`config.mk`:
```
export PLATFORM = sky130hd
export DESIGN_NAME = least_squares_line_fit_top
export DESIGN_NICKNAME = d
export VERILOG_FILES = /design/src/rtl/lslf_pkg.sv /design/src/rtl/lslf_dp.sv /design/src/rtl/lslf_ctrl.sv /design/src/rtl/least_squares_line_fit_top.sv
export SDC_FILE = /design/constraint.sdc
export NUM_CORES = 2
export LEC_CHECK = 0
export BUFFER_PORTS_ARGS = -buffer_cell sky130_fd_sc_hd__buf_4
export CAP_MARGIN = 20
export CORE_MARGIN = 4
export CORE_UTILIZATION = 60
export CTS_CLUSTER_SIZE = 12
export DETAILED_ROUTE_END_ITERATION = 6
export PLACE_DENSITY = 0.77
export SYNTH_ARGS = -nofsm -noshare
export SYNTH_HDL_FRONTEND = slang
export SYNTH_SLANG_ARGS = --single-unit
export TNS_END_PERCENT = 1
```
`constraint.sdc`:
```
create_clock -name clk -period 9.6 [get_ports clk]
set_clock_uncertainty 0.15 [all_clocks]
set_input_delay 1.92 -clock clk [delete_from_list [all_inputs] [get_ports clk]]
set_output_delay 1.92 -clock clk [all_outputs]
set_load 0.1 [all_outputs]
```
`src/rtl/lslf_pkg.sv`:
```
// Shared constants, codes and controller/datapath interface types for the line fit block.
package lslf_pkg;

  localparam int DEF_MAX_POINTS = 1024;
  localparam int PT_W           = 16;   // x and y sample width, Q12.4
  localparam int RES_W          = 48;   // slope and intercept width, Q32.16
  localparam int ST_W           = 2;
  localparam int SLOPE_SHIFT    = 16;
  localparam int ICPT_SHIFT     = 12;

  typedef enum logic [ST_W-1:0] {
    ST_OK   = 2'd0,
    ST_VERT = 2'd1,
    ST_OVF  = 2'd2
  } fit_status_t;

  // Products formed by the shared multiplier, in issue order.
  typedef enum logic [2:0] {
    OP_N_SXX   = 3'd0,
    OP_SX_SX   = 3'd1,
    OP_N_SXY   = 3'd2,
    OP_SX_SY   = 3'd3,
    OP_SY_SXX  = 3'd4,
    OP_SX_SXY  = 3'd5
  } mul_op_t;

  typedef struct packed {
    logic    acc;
    logic    mul_load;
    logic    mul_step;
    logic    mul_save;
    mul_op_t mul_op;
    logic    div_load;
    logic    div_step;
    logic    div_save;
    logic    div_sel;    // 0 slope, 1 intercept
    logic    publish;
  } dp_cmd_t;

  typedef struct packed {
    logic ovf;
    logic den_zero;
  } dp_stat_t;

endpackage

```
`src/rtl/lslf_dp.sv`:
```
// Datapath: running sums, shared serial multiplier, restoring divider and result registers.
module lslf_dp import lslf_pkg::*; #(
  parameter int MAX_POINTS = DEF_MAX_POINTS
) (
  input  logic                    clk,
  input  logic                    rst_n,
  input  dp_cmd_t                 cmd,
  output dp_stat_t                stat,
  input  logic signed [PT_W-1:0]  x_value,
  input  logic signed [PT_W-1:0]  y_value,
  output logic signed [RES_W-1:0] slope,
  output logic signed [RES_W-1:0] intercept,
  output logic [ST_W-1:0]         status
);

  localparam int CNT_W = $clog2(MAX_POINTS + 1);
  localparam int SX_W  = PT_W + CNT_W;
  localparam int SXX_W = 2 * PT_W - 1 + CNT_W;
  localparam int SXY_W = 2 * PT_W + CNT_W;
  localparam int MW    = SXY_W;
  localparam int PW    = 3 * PT_W + 2 * CNT_W;
  localparam int DW    = PW + ICPT_SHIFT;

  // running sums
  logic [CNT_W-1:0]        cnt_r;
  logic signed [SX_W-1:0]  sx_r, sy_r;
  logic signed [SXX_W-1:0] sxx_r;
  logic signed [SXY_W-1:0] sxy_r;
  logic                    ovf_r;
  logic signed [2*PT_W-1:0] xx, xy;

  assign xx = x_value * x_value;
  assign xy = x_value * y_value;

  always_ff @(posedge clk) begin
    if (!rst_n || cmd.publish) begin
      cnt_r <= '0;
      sx_r  <= '0;
      sy_r  <= '0;
      sxx_r <= '0;
      sxy_r <= '0;
      ovf_r <= 1'b0;
    end else if (cmd.acc && !ovf_r) begin
      if (cnt_r >= CNT_W'(MAX_POINTS)) begin
        ovf_r <= 1'b1;
      end else begin
        cnt_r <= cnt_r + CNT_W'(1);
        sx_r  <= sx_r + SX_W'(x_value);
        sy_r  <= sy_r + SX_W'(y_value);
        sxx_r <= sxx_r + SXX_W'(xx);
        sxy_r <= sxy_r + SXY_W'(xy);
      end
    end
  end

  // shared shift-add multiplier on magnitudes
  logic signed [MW:0] opa, opb, abs_a, abs_b;
  logic [MW-1:0]      ma_r;
  logic [2*MW-1:0]    prod_r;
  logic               pneg_r;
  logic [MW:0]        psum;
  logic [PW-1:0]      p_mag, p_val;
  logic [PW-1:0]      tmp_r, den_r, num_r, inum_r;

  always_comb begin
    unique case (cmd.mul_op)
      OP_N_SXX: begin
        opa = (MW+1)'(cnt_r);
        opb = (MW+1)'(sxx_r);
      end
      OP_SX_SX: begin
        opa = (MW+1)'(sx_r);
        opb = (MW+1)'(sx_r);
      end
      OP_N_SXY: begin
        opa = (MW+1)'(cnt_r);
        opb = (MW+1)'(sxy_r);
      end
      OP_SX_SY: begin
        opa = (MW+1)'(sx_r);
        opb = (MW+1)'(sy_r);
      end
      OP_SY_SXX: begin
        opa = (MW+1)'(sy_r);
        opb = (MW+1)'(sxx_r);
      end
      OP_SX_SXY: begin
        opa = (MW+1)'(sx_r);
        opb = (MW+1)'(sxy_r);
      end
      default: begin
        opa = '0;
        opb = '0;
      end
    endcase
  end

  assign abs_a = opa[MW] ? -opa : opa;
  assign abs_b = opb[MW] ? -opb : opb;
  assign psum  = {1'b0, prod_r[2*MW-1:MW]} + (prod_r[0] ? {1'b0, ma_r} : '0);
  assign p_mag = prod_r[PW-1:0];
  assign p_val = pneg_r ? -p_mag : p_mag;

  always_ff @(posedge clk) begin
    if (cmd.mul_load) begin
      ma_r   <= abs_a[MW-1:0];
      prod_r <= {{MW{1'b0}}, abs_b[MW-1:0]};
      pneg_r <= opa[MW] ^ opb[MW];
    end else if (cmd.mul_step) begin
      prod_r <= {psum, prod_r[MW-1:1]};
    end
    if (cmd.mul_save) begin
      unique case (cmd.mul_op)
        OP_N_SXX, OP_N_SXY, OP_SY_SXX: tmp_r <= p_val;
        OP_SX_SX:  den_r  <= tmp_r - p_val;
        OP_SX_SY:  num_r  <= tmp_r - p_val;
        OP_SX_SXY: inum_r <= tmp_r - p_val;
        default: ;
      endcase
    end
  end

  // restoring divider, one quotient bit per cycle
  logic [PW-1:0]    dsrc, dsrc_mag, den_mag, dmag_r, rem_r;
  logic [DW-1:0]    dvd_r;
  logic [RES_W-1:0] q_r, lim, qres, sres;
  logic             qovf_r, qneg_r, qbit;
  logic [PW:0]      trial, tdiff;
  logic [RES_W-1:0] fit_slope_r, fit_icpt_r;

  assign dsrc     = cmd.div_sel ? inum_r : num_r;
  assign dsrc_mag = dsrc[PW-1] ? -dsrc : dsrc;
  assign den_mag  = den_r[PW-1] ? -den_r : den_r;
  assign trial    = {rem_r, dvd_r[DW-1]};
  assign tdiff    = trial - {1'b0, dmag_r};
  assign qbit     = !tdiff[PW];
  assign lim      = qneg_r ? (RES_W'(1) << (RES_W - 1))
                           : ((RES_W'(1) << (RES_W - 1)) - RES_W'(1));
  assign qres     = (qovf_r || (q_r > lim)) ? lim : q_r;
  assign sres     = qneg_r ? -qres : qres;

  always_ff @(posedge clk) begin
    if (cmd.div_load) begin
      dvd_r  <= cmd.div_sel ? (DW'(dsrc_mag) << ICPT_SHIFT)
                            : (DW'(dsrc_mag) << SLOPE_SHIFT);
      dmag_r <= den_mag;
      rem_r  <= '0;
      q_r    <= '0;
      qovf_r <= 1'b0;
      qneg_r <= dsrc[PW-1] ^ den_r[PW-1];
    end else if (cmd.div_step) begin
      dvd_r  <= dvd_r << 1;
      rem_r  <= qbit ? tdiff[PW-1:0] : trial[PW-1:0];
      q_r    <= {q_r[RES_W-2:0], qbit};
      qovf_r <= qovf_r | q_r[RES_W-1];
    end
    if (cmd.div_save) begin
      if (cmd.div_sel) begin
        fit_icpt_r <= sres;
      end else begin
        fit_slope_r <= sres;
      end
    end
  end

  // output payload
  logic                    den_zero;
  logic [RES_W-1:0]        slope_r, icpt_r;
  fit_status_t             status_r;

  assign den_zero = (den_r == '0);

  always_ff @(posedge clk) begin
    if (cmd.publish) begin
      if (ovf_r) begin
        status_r <= ST_OVF;
        slope_r  <= '0;
        icpt_r   <= '0;
      end else if (den_zero) begin
        status_r <= ST_VERT;
        slope_r  <= '0;
        icpt_r   <= '0;
      end else begin
        status_r <= ST_OK;
        slope_r  <= fit_slope_r;
        icpt_r   <= fit_icpt_r;
      end
    end
  end

  assign stat.ovf      = ovf_r;
  assign stat.den_zero = den_zero;
  assign slope         = slope_r;
  assign intercept     = icpt_r;
  assign status        = status_r;

endmodule

```
`src/rtl/lslf_ctrl.sv`:
```
// Controller: sequences accumulation, the six products, both divisions and the result beat.
module lslf_ctrl import lslf_pkg::*; #(
  parameter int MAX_POINTS = DEF_MAX_POINTS
) (
  input  logic     clk,
  input  logic     rst_n,
  input  logic     in_valid,
  input  logic     in_last_point,
  output logic     in_stall,
  output logic     out_valid,
  input  logic     out_stall,
  input  dp_stat_t stat,
  output dp_cmd_t  cmd
);

  localparam int CNT_W  = $clog2(MAX_POINTS + 1);
  localparam int MW     = 2 * PT_W + CNT_W;
  localparam int DW     = 3 * PT_W + 2 * CNT_W + ICPT_SHIFT;
  localparam int STEP_W = $clog2(DW + 1);

  typedef enum logic [5:0] {
    S_IDLE  = 6'b000001,
    S_MLOAD = 6'b000010,
    S_MUL   = 6'b000100,
    S_DLOAD = 6'b001000,
    S_DIV   = 6'b010000,
    S_PUB   = 6'b100000
  } state_t;

  state_t            state_r, state_nxt;
  mul_op_t           op_r, op_nxt;
  logic [STEP_W-1:0] step_r, step_nxt;
  logic              dsel_r, dsel_nxt;
  logic              out_valid_r, out_valid_nxt;

  always_comb begin
    cmd         = '0;
    cmd.mul_op  = op_r;
    cmd.div_sel = dsel_r;
    state_nxt   = state_r;
    op_nxt      = op_r;
    step_nxt    = step_r;
    dsel_nxt    = dsel_r;
    unique case (state_r)
      S_IDLE: begin
        if (in_valid) begin
          cmd.acc = 1'b1;
          if (in_last_point) begin
            op_nxt    = OP_N_SXX;
            state_nxt = S_MLOAD;
          end
        end
      end
      S_MLOAD: begin
        // skip the fit on overflow or a zero denominator
        if ((op_r == OP_N_SXX && stat.ovf) || (op_r == OP_N_SXY && stat.den_zero)) begin
          state_nxt = S_PUB;
        end else begin
          cmd.mul_load = 1'b1;
          step_nxt     = '0;
          state_nxt    = S_MUL;
        end
      end
      S_MUL: begin
        if (step_r == STEP_W'(MW)) begin
          cmd.mul_save = 1'b1;
          if (op_r == OP_SX_SXY) begin
            dsel_nxt  = 1'b0;
            state_nxt = S_DLOAD;
          end else begin
            op_nxt    = mul_op_t'(3'(op_r) + 3'd1);
            state_nxt = S_MLOAD;
          end
        end else begin
          cmd.mul_step = 1'b1;
          step_nxt     = step_r + STEP_W'(1);
        end
      end
      S_DLOAD: begin
        cmd.div_load = 1'b1;
        step_nxt     = '0;
        state_nxt    = S_DIV;
      end
      S_DIV: begin
        if (step_r == STEP_W'(DW)) begin
          cmd.div_save = 1'b1;
          if (dsel_r) begin
            state_nxt = S_PUB;
          end else begin
            dsel_nxt  = 1'b1;
            state_nxt = S_DLOAD;
          end
        end else begin
          cmd.div_step = 1'b1;
          step_nxt     = step_r + STEP_W'(1);
        end
      end
      S_PUB: begin
        // hold until the output register is free
        if (!out_valid_r || !out_stall) begin
          cmd.publish = 1'b1;
          state_nxt   = S_IDLE;
        end
      end
      default: state_nxt = S_IDLE;
    endcase

    if (cmd.publish) begin
      out_valid_nxt = 1'b1;
    end else if (out_valid_r && !out_stall) begin
      out_valid_nxt = 1'b0;
    end else begin
      out_valid_nxt = out_valid_r;
    end
  end

  always_ff @(posedge clk) begin
    if (!rst_n) begin
      state_r     <= S_IDLE;
      op_r        <= OP_N_SXX;
      step_r      <= '0;
      dsel_r      <= 1'b0;
      out_valid_r <= 1'b0;
    end else begin
      state_r     <= state_nxt;
      op_r        <= op_nxt;
      step_r      <= step_nxt;
      dsel_r      <= dsel_nxt;
      out_valid_r <= out_valid_nxt;
    end
  end

  assign in_stall  = (state_r != S_IDLE);
  assign out_valid = out_valid_r;

endmodule

```
`src/rtl/least_squares_line_fit_top.sv`:
```
// Top level of the least-squares line fit: controller plus datapath.
//
// Input channel (in_valid / in_stall): one (x, y) point in signed Q12.4 per beat;
// in_last_point closes the set. While the block collects points it takes one
// beat every cycle and produces nothing.
// On the closing beat the block runs the fit: six products on one bit-serial
// multiplier of MW bits, then two restoring divisions of a DW-bit dividend,
// with MW = 32 + C, DW = 60 + 2*C and C = clog2(MAX_POINTS + 1). in_stall stays
// high from the closing beat until the result is published. Overflow or a zero
// denominator skips the remaining work and reports early.
// Result channel (out_valid / out_stall): one beat per set with slope and
// intercept in signed Q32.16 (saturated) and a status code. The result sits in
// an output register, so the next set can start while it waits; a second fit
// holds in its final step until the first result is taken.
// Reset (rst_n low, synchronous) clears the sums, the count, the overflow flag
// and the output valid.
module least_squares_line_fit_top import lslf_pkg::*; #(
  parameter int MAX_POINTS = DEF_MAX_POINTS
) (
  input  logic                    clk,
  input  logic                    rst_n,
  input  logic                    in_valid,
  output logic                    in_stall,
  input  logic signed [PT_W-1:0]  in_x_value,
  input  logic signed [PT_W-1:0]  in_y_value,
  input  logic                    in_last_point,
  output logic                    out_valid,
  input  logic                    out_stall,
  output logic signed [RES_W-1:0] out_slope,
  output logic signed [RES_W-1:0] out_intercept,
  output logic [ST_W-1:0]         out_status
);

  dp_cmd_t  cmd;
  dp_stat_t stat;

  lslf_ctrl #(
    .MAX_POINTS(MAX_POINTS)
  ) u_ctrl (
    .clk          (clk),
    .rst_n        (rst_n),
    .in_valid     (in_valid),
    .in_last_point(in_last_point),
    .in_stall     (in_stall),
    .out_valid    (out_valid),
    .out_stall    (out_stall),
    .stat         (stat),
    .cmd          (cmd)
  );

  lslf_dp #(
    .MAX_POINTS(MAX_POINTS)
  ) u_dp (
    .clk      (clk),
    .rst_n    (rst_n),
    .cmd      (cmd),
    .stat     (stat),
    .x_value  (in_x_value),
    .y_value  (in_y_value),
    .slope    (out_slope),
    .intercept(out_intercept),
    .status   (out_status)
  );

endmodule
```
==> impl_table.tex <==
\begin{tabular}{lr}
\hline
Metric & Value \\
\hline
\multicolumn{2}{l}{\textbf{Route}} \\
First-pass iteration count of the detailed router & 7 \\
Via count normalized by instance count & 6.03 \\
Post-route DRC & 20 \\
Via count & $\sim$66000 \\
Final wirelength & $\sim$210000 um \\
Number of violations reported at the end of detailed-routing iteration 0 & 6214 \\
Post-route ant nets & 0 \\
Post-detailed-route wirelength per cell & between 15 and 20 um \\
\multicolumn{2}{l}{\textbf{Logic synthesis}} \\
Fraction of synthesized cell area taken by the top area cell type & 0.249 \\
Most used DFF post-synth & edfxtp\_1 \\
Proportion of synthesized flip-flops having asynchronous set or reset & 0 \\
Count of flip-flops with a built-in enable after synthesis & around 700 \\
Synth Instances & around 8900 \\
Synth Area per Inst & between 9 and 10 sq um \\
Synth unique cells & 90 \\
Area of the mapped netlist & 84600 sq um \\
Post-synthesis register bit count & 1032 \\
Seq/Total Area, Yosys & 0.327 \\
Ranking of synthesized cells by area & edfxtp\_1 (25\%), fa\_1 (15\%), ha\_1 (8.2\%) \\
Library cell occupying the most area in the post-synthesis netlist & edfxtp\_1 \\
Yosys warns & 0 \\
\multicolumn{2}{l}{\textbf{Die}} \\
Initial Utilization & 0.605 \\
Die Span X & 384 um \\
Core Rows & between 100 and 150 \\
Ports & approximately 140 \\
Die outline area & 147000 sq um \\
Die H & about 380 um \\
Placeable core region & 140000 sq um \\
\multicolumn{2}{l}{\textbf{Clock network}} \\
CTS sink count & around 1000 \\
Bufs on Longest Clock Path & 3 \\
Clock Latency Late Sink & approximately 0.75 ns \\
Clock root cell & clkbuf\_16 \\
CTS tree & done \\
Register clock-pin slew on the reported worst setup and hold paths & $\sim$0.06 ns \\
CTS Buf Count & 110 \\
Post-CTS Repair Setup Buffers & 0 \\
Number of buffers inserted by hold repair at cts & 0 \\
Number of gates resized after cts & 0 \\
Depth of the CTS H-tree & 3 \\
\multicolumn{2}{l}{\textbf{Power and ir drop}} \\
Standby leakage power & $\sim$39 nW \\
Maximum VDD drop & about 0.73 mV \\
Total power consumption of the routed design & between 0.03 and 0.04 W \\
Cell Pwr Density & $\sim$370 nW/um\^{}2 \\
\multicolumn{2}{l}{\textbf{Finish}} \\
Most used cells in the layout excluding fill and tap cells & inv\_1 (1081), nand2\_1 (941), edfxtp\_1 (701), fa\_1 (651), ha\_1 (556) \\
Commonest non-fill, non-tap cell in the layout & inv\_1 \\
Filler instances & about 11000 \\
Fin nets & $\sim$10000 \\
Layout Cell Area excl Fill & about 91000 sq um \\
Fraction of layout cells with a size suffix above 1 & 0.0540 \\
Signed area change from the synthesized netlist to the final layout & 7.48\% \\
\multicolumn{2}{l}{\textbf{Global routing}} \\
First-pass GRT wire length & 345000 um \\
Maximum number of pins on one net before global-route repair & just under 100 \\
Most Crowded Layer GR & met2 \\
Global-route track usage on met3 & 0.0445 \\
Antenna violations before repair & 4 \\
Met2 capacity usage during global routing & 0.473 \\
Via count of the first global-routing pass & between 60000 and 70000 \\
Overall overflow remaining after global route & 0 \\
GR Layer Usage met1 & 0.386 \\
Total routing resource utilization after global routing & 0.289 \\
\multicolumn{2}{l}{\textbf{Worst setup path}} \\
Kind of capture point of the worst setup path & flop \\
Required time of the worst setup path & approximately 10 ns \\
Critical path start-end classification & input port to flop \\
Critical path peak fanout & 18 \\
Arrival time at the worst endpoint & 8.91 ns \\
Register-to-Register Path Depth & 20 \\
CP Launch Type & input port \\
\multicolumn{2}{l}{\textbf{Timing}} \\
Final Hold Fails & 0 \\
Final clock period utilization by the worst path & 0.879 \\
Max-slew violation count & 0 \\
Endpoints failing setup & 0 \\
Min cycle time layout & 8.44 ns \\
Tightest hold margin & approximately 0.31 ns \\
Relative slew slack & 0.191 \\
Setup\_tns & 0 ns \\
Upper clock frequency limit & 119 MHz \\
Actual transition at the worst max-transition pin & 1.21 ns \\
Unrepaired setup endpoints after global routing & no \\
\multicolumn{2}{l}{\textbf{Outcome}} \\
Run status & finished, violations left \\
Failing checks & DRC \\
\multicolumn{2}{l}{\textbf{Placed design}} \\
Final HPWL DP & between 150000 and 200000 um \\
Input/output buffers & around 140 \\
Post-DP Area & roughly 87000 sq um \\
Gp weighted congestion & 0.939 \\
\multicolumn{2}{l}{\textbf{Worst hold path}} \\
Type of the tightest min-delay check & flop to flop \\
Hold path cells & 2 \\
\multicolumn{2}{l}{\textbf{Flow run}} \\
Max-cap violation count & 0 \\
\hline
\end{tabular}
-- sequential cells by signal, summed over array words and instances, names as in the netlist, 43 cells and up --
signal            flops
u_dp.tmp_r           70
u_dp.fit_icpt_r      48
u_dp.slope           48
u_dp.fit_slope_r     48
u_dp.prod_r          86
u_dp.sxy_r           43
u_dp.dvd_r           70
u_dp.q_r             48
u_dp.dmag_r          70
u_dp.num_r           69
u_dp.den_r           70
u_dp.ma_r            43
u_dp.intercept       48
u_dp.inum_r          70
u_dp.rem_r           70
-- power breakdown --
group          switching [W]  internal, W
sequential          0.000386      0.00520
combinational         0.0140      0.00996
clock                0.00183      0.00240
total                 0.0162       0.0176
-- metal layers --
layer | up-vias | wire [um] | part of all wire
met5 | - | 13 | 0.000061
met2 | 2574 | 99100 | 0.46
li1 | 30631 | - | -
met4 | 2 | 9810 | 0.046
met1 | 31882 | 87400 | 0.41
met3 | 510 | 17000 | 0.080
-- area by class of cell --
cell class	instances	area (sq um)	area share
inverters	1088	4090	0.0449
repair buffers	216	1640	0.0180
well taps	1876	2350	0.0258
clock buffers	166	3090	0.0340
clock inverters	44	494	0.00543
flip-flops and latches	1032	27700	0.304
diodes	1	2.50	0.0000275
multi-input cells	6453	51600	0.568
-- worst paths after layout --
| kind | startpoint | to | slack [ns] |
|---|---|---|---|
| max | in_x_value[5] | u_dp.sxy_r[42] | 1.16 |
| min | u_dp.prod_r[71] | u_dp.prod_r[71] | 0.31 |
| max reg2reg | u_dp.prod_r[15] | u_dp.num_r[67] | 1.69 |
| min reg2reg | u_dp.prod_r[71] | u_dp.prod_r[71] | 0.31 |
-- stage by stage --
step	std cells	util	worst slack, ns
finish	10876	0.650	1.16
global route	10875	0.650	0.787
CTS	10873	0.650	1.28
detailed placement	10663	0.624	0.522
global placement	10663	0.624	0.574
floorplan	8954	-	0.695
-- critical path, cell delays in order --
cell,delay (ns)
buf_4,0.21
buf_4,0.24
and2_1,0.17
fa_1,0.53
inv_1,0.05
fa_1,0.56
fa_1,0.44
fa_1,0.49
inv_1,0.06
fa_1,0.50
fa_1,0.48
ha_1,0.45
o211ai_1,0.13
o31ai_1,0.64
a41oi_1,0.35
o31ai_1,0.64
o2bb2ai_1,0.32
and4_1,0.31
o2111ai_1,0.13
a32o_1,0.27
-- synthesized netlist by cell type (all sizes together) (92+ instances only) --
cell type / number
fa: 653
a21o: 230
nor3: 107
clkbuf: 331
and2: 338
xnor2: 390
nand2: 941
o21ai: 487
nand3: 183
inv: 1085
edfxtp: 701
xor2: 189
dfxtp: 331
a21oi: 549
mux2i: 108
nor2: 445
ha: 557
o31ai: 92
-- logic make-up (layout without fill, tap and decap cells) --
| group | after synthesis | after routing | synth area share |
|---|---|---|---|
| xor+xnor | 579 | 579 | 0.0599 |
| other cells | 1 | 17 | 0.0000443 |
| mux | 128 | 128 | 0.0154 |
| fa+ha+maj | 1210 | 1210 | 0.237 |
| simple gates | 2526 | 2526 | 0.144 |
| buf+inv | 1469 | 1514 | 0.0654 |
| compound gates | 1994 | 1994 | 0.151 |
| flops | 1032 | 1032 | 0.327 |
Power figures use the tool's default switching activity.
